===== src/design/drift_table_interpolator_defines.svh =====
// ----------------------------------------------------------------------------
// Drift table interpolator assertion macros
// Property wrappers shared by the block's RTL; empty when SYNTHESIS is set.
// ----------------------------------------------------------------------------
`ifndef DRIFT_TABLE_INTERPOLATOR_DEFINES_SVH
`define DRIFT_TABLE_INTERPOLATOR_DEFINES_SVH
`ifndef SYNTHESIS
// same-cycle implication
`define DTI_ASSERT_IMP(label, clk, rst_n, ante, cons, msg) \
    label: assert property (@(posedge clk) disable iff (!rst_n) (ante) |-> (cons)) \
        else $error(msg);
// next-cycle implication
`define DTI_ASSERT_NXT(label, clk, rst_n, ante, cons, msg) \
    label: assert property (@(posedge clk) disable iff (!rst_n) (ante) |=> (cons)) \
        else $error(msg);
`else
`define DTI_ASSERT_IMP(label, clk, rst_n, ante, cons, msg)
`define DTI_ASSERT_NXT(label, clk, rst_n, ante, cons, msg)
`endif
`endif


===== src/design/dti_ram.sv =====
// ----------------------------------------------------------------------------
// Generic single-port RAM
// One write or read address per cycle, registered read data.
// ----------------------------------------------------------------------------
module dti_ram #(
    parameter int WIDTH = 64,
    parameter int DEPTH = 64,
    localparam int AW = (DEPTH > 1) ? $clog2(DEPTH) : 1
) (
    input  logic             clk,
    input  logic             we,
    input  logic [AW-1:0]    addr,
    input  logic [WIDTH-1:0] wdata,
    output logic [WIDTH-1:0] rdata
);

    logic [WIDTH-1:0] mem [DEPTH];
    logic [WIDTH-1:0] rdata_reg;

    always_ff @(posedge clk)
    begin
        if (we)
        begin
            mem[addr] <= wdata;
        end
        rdata_reg <= mem[addr];
    end

    assign rdata = rdata_reg;

endmodule


===== config.mk =====
export PLATFORM = sky130hd
export DESIGN_NAME = dti_ram
export DESIGN_NICKNAME = d
export VERILOG_FILES = /design/src/design/drift_table_interpolator_defines.svh /design/src/design/dti_ram.sv
export SDC_FILE = /design/constraint.sdc
export NUM_CORES = 2
export LEC_CHECK = 0
export BUFFER_PORTS_ARGS = -buffer_cell sky130_fd_sc_hd__buf_2
export CAP_MARGIN = 40
export CORE_ASPECT_RATIO = 1.25
export CORE_MARGIN = 5
export CORE_UTILIZATION = 40
export DETAILED_ROUTE_END_ITERATION = 8
export GPL_TIMING_DRIVEN = 1
export PLACE_DENSITY = 0.61
export SLEW_MARGIN = 25
export SYNTH_ARGS = -nofsm -noshare
export SYNTH_HDL_FRONTEND = slang
export SYNTH_SLANG_ARGS = --single-unit

===== constraint.sdc =====
create_clock -name clk -period 7.9 [get_ports clk]
set_input_delay 1.58 -clock clk [delete_from_list [all_inputs] [get_ports clk]]
set_output_delay 1.58 -clock clk [all_outputs]
set_load 0.005 [all_outputs]

==> out/qor.txt <==
post-synthesis cell type with the largest combined area - sky130_fd_sc_hd__edfxtp_1
end point of the worst hold path - rdata[28]$_DFF_P_
async set or reset register ratio after synthesis - 0%
max frequency - 0.215 GHz
mean number of vias per cell - 6.34
DR iter-0 viols - 13400
worst min-delay path category - reg -> reg
via count - 91500
final max-slew violation count - 0
standby leakage power - 55.7 nW
status - finished clean
count of cells along the worst hold path - 4
final setup violation count - 0
flop and latch count out of synthesis - 4160
number of buffers created by CTS - 410
die width - 568 microns
number of antenna violations at the first check in global routing - 53
Critical R2R Launch - mem[52][5]$_DFFE_PP_
count of cells along the worst register-to-register path - 5
Startpoint Class - primary input
area share of the largest cell type after synthesis - 79.1%
R2R setup slack - 5.75 ns
WHS - 0.606 ns
total global routing overflow - 0
flip-flop count of the largest register, all copies and words added - 4096
worst relative slew slack - 22.6%
cts hold-fix bufs - 0
endpoint of the worst-slack reg-to-reg timing path - rdata[5]$_DFF_P_
H-tree depth - 5
dominant register cell in the synthesized netlist - sky130_fd_sc_hd__edfxtp_1
total length of routed wires - 503000 microns
final instance area - 179000 sq um
clock-pin slew reported for the worst setup and hold paths after clock tree synthesis - 0.06 ns
kind of capture point of the worst setup path - register
final weighted congestion in routability-driven placement - 0.843
pre-CTS setup slack - 2.40 ns
Cell Pwr Density - 260 nW/um^2
CTS tree - yes
slew of the pin with the lowest slew margin - 1.16 ns
most common library cell in the layout ignoring fill and taps - sky130_fd_sc_hd__edfxtp_1
Post-Place Cell Area - 165000 sq um
Port Buffers - 135
CTS max path bufs - 4
Boundary Pins - 136
number of clock sinks seen by CTS - 4160
Max FO, Critical Path - 101
ratio of cells with drive above 1 in the final layout - 16.1%
Die Footprint - 401000 sq um
setup_tns - 0 ns
post-synthesis instance total - 8619
number of core rows - 256
relative area change from synthesis to final layout - 15.1%
Initial Util - 40.0%
number of nets produced by synthesis - 8691
Final Hold Viols - 0
share of synthesized area occupied by flip-flops and latches - 79.9%
required time worst endpoint - 8.47 ns
remaining antenna violation count after routing - 0
highest-count cells in the layout ignoring fill and taps - sky130_fd_sc_hd__edfxtp_1 (4096), sky130_fd_sc_hd__a22oi_1 (684), sky130_fd_sc_hd__a221oi_1 (636)
GRT Overall Usage - 24.2%
routed length per placed instance - 34.8 microns
area of the mapped netlist - 155000 sq um
post-CTS setup-driven buffer insertion count - 0
YS warnings - 0
Worst-Skew Late Latency - 0.98 ns
minimum clock period after layout - 4.66 ns
dpl hpwl - 284000 microns
DRC violations left - 0
wire length of the first global-routing pass - 697000 microns
TritonRoute pass-1 iters - 8
pin count of the biggest net entering global routing - 149
data arrival time of the worst path - 5.23 ns
number of global-route vias before repair - 89500
Resize count post-CTS - 0
Min-Delay Startpoint - mem[7][28]$_DFFE_PP_
final layout net count - 8959
kind of critical path - in -> reg
Max Cap Violations - 0
Die Height - 707 microns
unrepaired setup endpoints after global routing - no
Worst IR Drop VDD - 175 uV
post-layout worst setup margin - 3.24 ns
CTS Root Cell - sky130_fd_sc_hd__clkbuf_16
Avg Synthesized Cell Area - 18.0 sq um
top post-synthesis cells by area - sky130_fd_sc_hd__edfxtp_1 (79%), sky130_fd_sc_hd__a221oi_1 (3.6%), sky130_fd_sc_hd__a22oi_1 (3.3%)
number of enable-type register cells in the synthesized netlist - 4096
final period utilization - 59.0%
Worst Clk Skew - 0.0442 ns
Placeable Area - 388000 sq um
Netlist cell types - 57
==> how the worst max path moves through the flow <==
stage            start               endpoint  slack [ns]
6_report       addr[0]  mem[58][50]$_DFFE_PP_        3.24
2_1_floorplan  addr[2]   mem[15][0]$_DFFE_PP_        1.82
4_1_cts        addr[0]  mem[58][50]$_DFFE_PP_        3.40
3_5_place_dp   addr[0]  mem[58][33]$_DFFE_PP_        2.40
5_1_grt        addr[0]      rdata[12]$_DFF_P_        3.31
3_3_place_gp   addr[0]  mem[34][33]$_DFFE_PP_        2.31
==> area by class of cell <==
cell class              instances  area, sq um
diodes                         45          113
clock buffers                 515        10900
clock inverters               245         2450
fillers                     32500       209000
inverters                       3         31.3
multi-input cells            3801        28900
flip-flops and latches       4160       124000
well taps                    5160         6460
repair buffers                511         5700
==> where the power goes <==
group | switching (mW) | internal, mW
sequential | 0.152 | 24.4
clock | 8.27 | 11.2
combinational | 1.69 | 0.693
==> worst max-delay path, cell delays in order <==
cell,delay (ns)
sky130_fd_sc_hd__buf_8,0.20
sky130_fd_sc_hd__buf_4,0.42
sky130_fd_sc_hd__nor2b_4,0.21
sky130_fd_sc_hd__buf_12,0.51
sky130_fd_sc_hd__nand2_1,0.71
sky130_fd_sc_hd__nor2_4,0.87
sky130_fd_sc_hd__buf_12,0.50
==> Yosys cell counts (4+ instances only) <==
| library cell | n |
|---|---|
| sky130_fd_sc_hd__nand3_1 | 7 |
| sky130_fd_sc_hd__nor2_1 | 301 |
| sky130_fd_sc_hd__a222oi_1 | 28 |
| sky130_fd_sc_hd__buf_4 | 23 |
| sky130_fd_sc_hd__nand2b_1 | 4 |
| sky130_fd_sc_hd__o22ai_1 | 506 |
| sky130_fd_sc_hd__a21oi_1 | 210 |
| sky130_fd_sc_hd__o21ai_0 | 139 |
| sky130_fd_sc_hd__dfxtp_1 | 64 |
| sky130_fd_sc_hd__nand2_1 | 311 |
| sky130_fd_sc_hd__edfxtp_1 | 4096 |
| sky130_fd_sc_hd__buf_2 | 253 |
| sky130_fd_sc_hd__mux2i_1 | 337 |
| sky130_fd_sc_hd__buf_1 | 91 |
| sky130_fd_sc_hd__nor2b_1 | 8 |
| sky130_fd_sc_hd__a221oi_1 | 636 |
| sky130_fd_sc_hd__nor4_1 | 58 |
| sky130_fd_sc_hd__a211oi_1 | 33 |
| sky130_fd_sc_hd__mux4_2 | 63 |
| sky130_fd_sc_hd__buf_6 | 8 |
| sky130_fd_sc_hd__a22o_1 | 6 |
| sky130_fd_sc_hd__a311oi_1 | 27 |
| sky130_fd_sc_hd__o32ai_1 | 5 |
| sky130_fd_sc_hd__nor3_1 | 24 |
| sky130_fd_sc_hd__a22oi_1 | 684 |
| sky130_fd_sc_hd__a221o_1 | 30 |
| sky130_fd_sc_hd__mux2_2 | 203 |
| sky130_fd_sc_hd__or3_1 | 7 |
| sky130_fd_sc_hd__nand3b_1 | 30 |
| sky130_fd_sc_hd__o2111ai_1 | 27 |
| sky130_fd_sc_hd__clkbuf_1 | 280 |
| sky130_fd_sc_hd__o2111a_1 | 30 |
| sky130_fd_sc_hd__or4_1 | 5 |
| sky130_fd_sc_hd__o221ai_1 | 13 |
| sky130_fd_sc_hd__nand4_1 | 36 |
==> routing by layer <==
layer / vias to the layer above / share of wire [%] / GRT usage, %
li1: 36800 / - / -
met1: 47300 / 36 / 30.9
met2: 6093 / 47 / 39.1
met3: 1261 / 11 / 5.43
met4: 8 / 5.8 / 12.2
met5: - / 0.012 / 0
==> kinds of logic after synthesis <==
logic type      Yosys count  share of synthesized area [%]
compound gates         2389                           11.3
buf+inv                 658                           1.89
simple gates            808                           2.28
mux                     604                           4.56
flops                  4160                           79.9
==> per-stage QoR <==
step | utilization [%] | power (mW) | cells
3_5_place_dp | 42.5 | 27.4 | 13600
2_1_floorplan | - | 26.1 | 8619
6_report | 46.1 | 46.5 | 14400
3_3_place_gp | 42.0 | 27.3 | 13500
5_1_grt | 46.1 | 47.7 | 14400
4_1_cts | 46.0 | 46.6 | 14400
(Power assumes the default switching activity.)
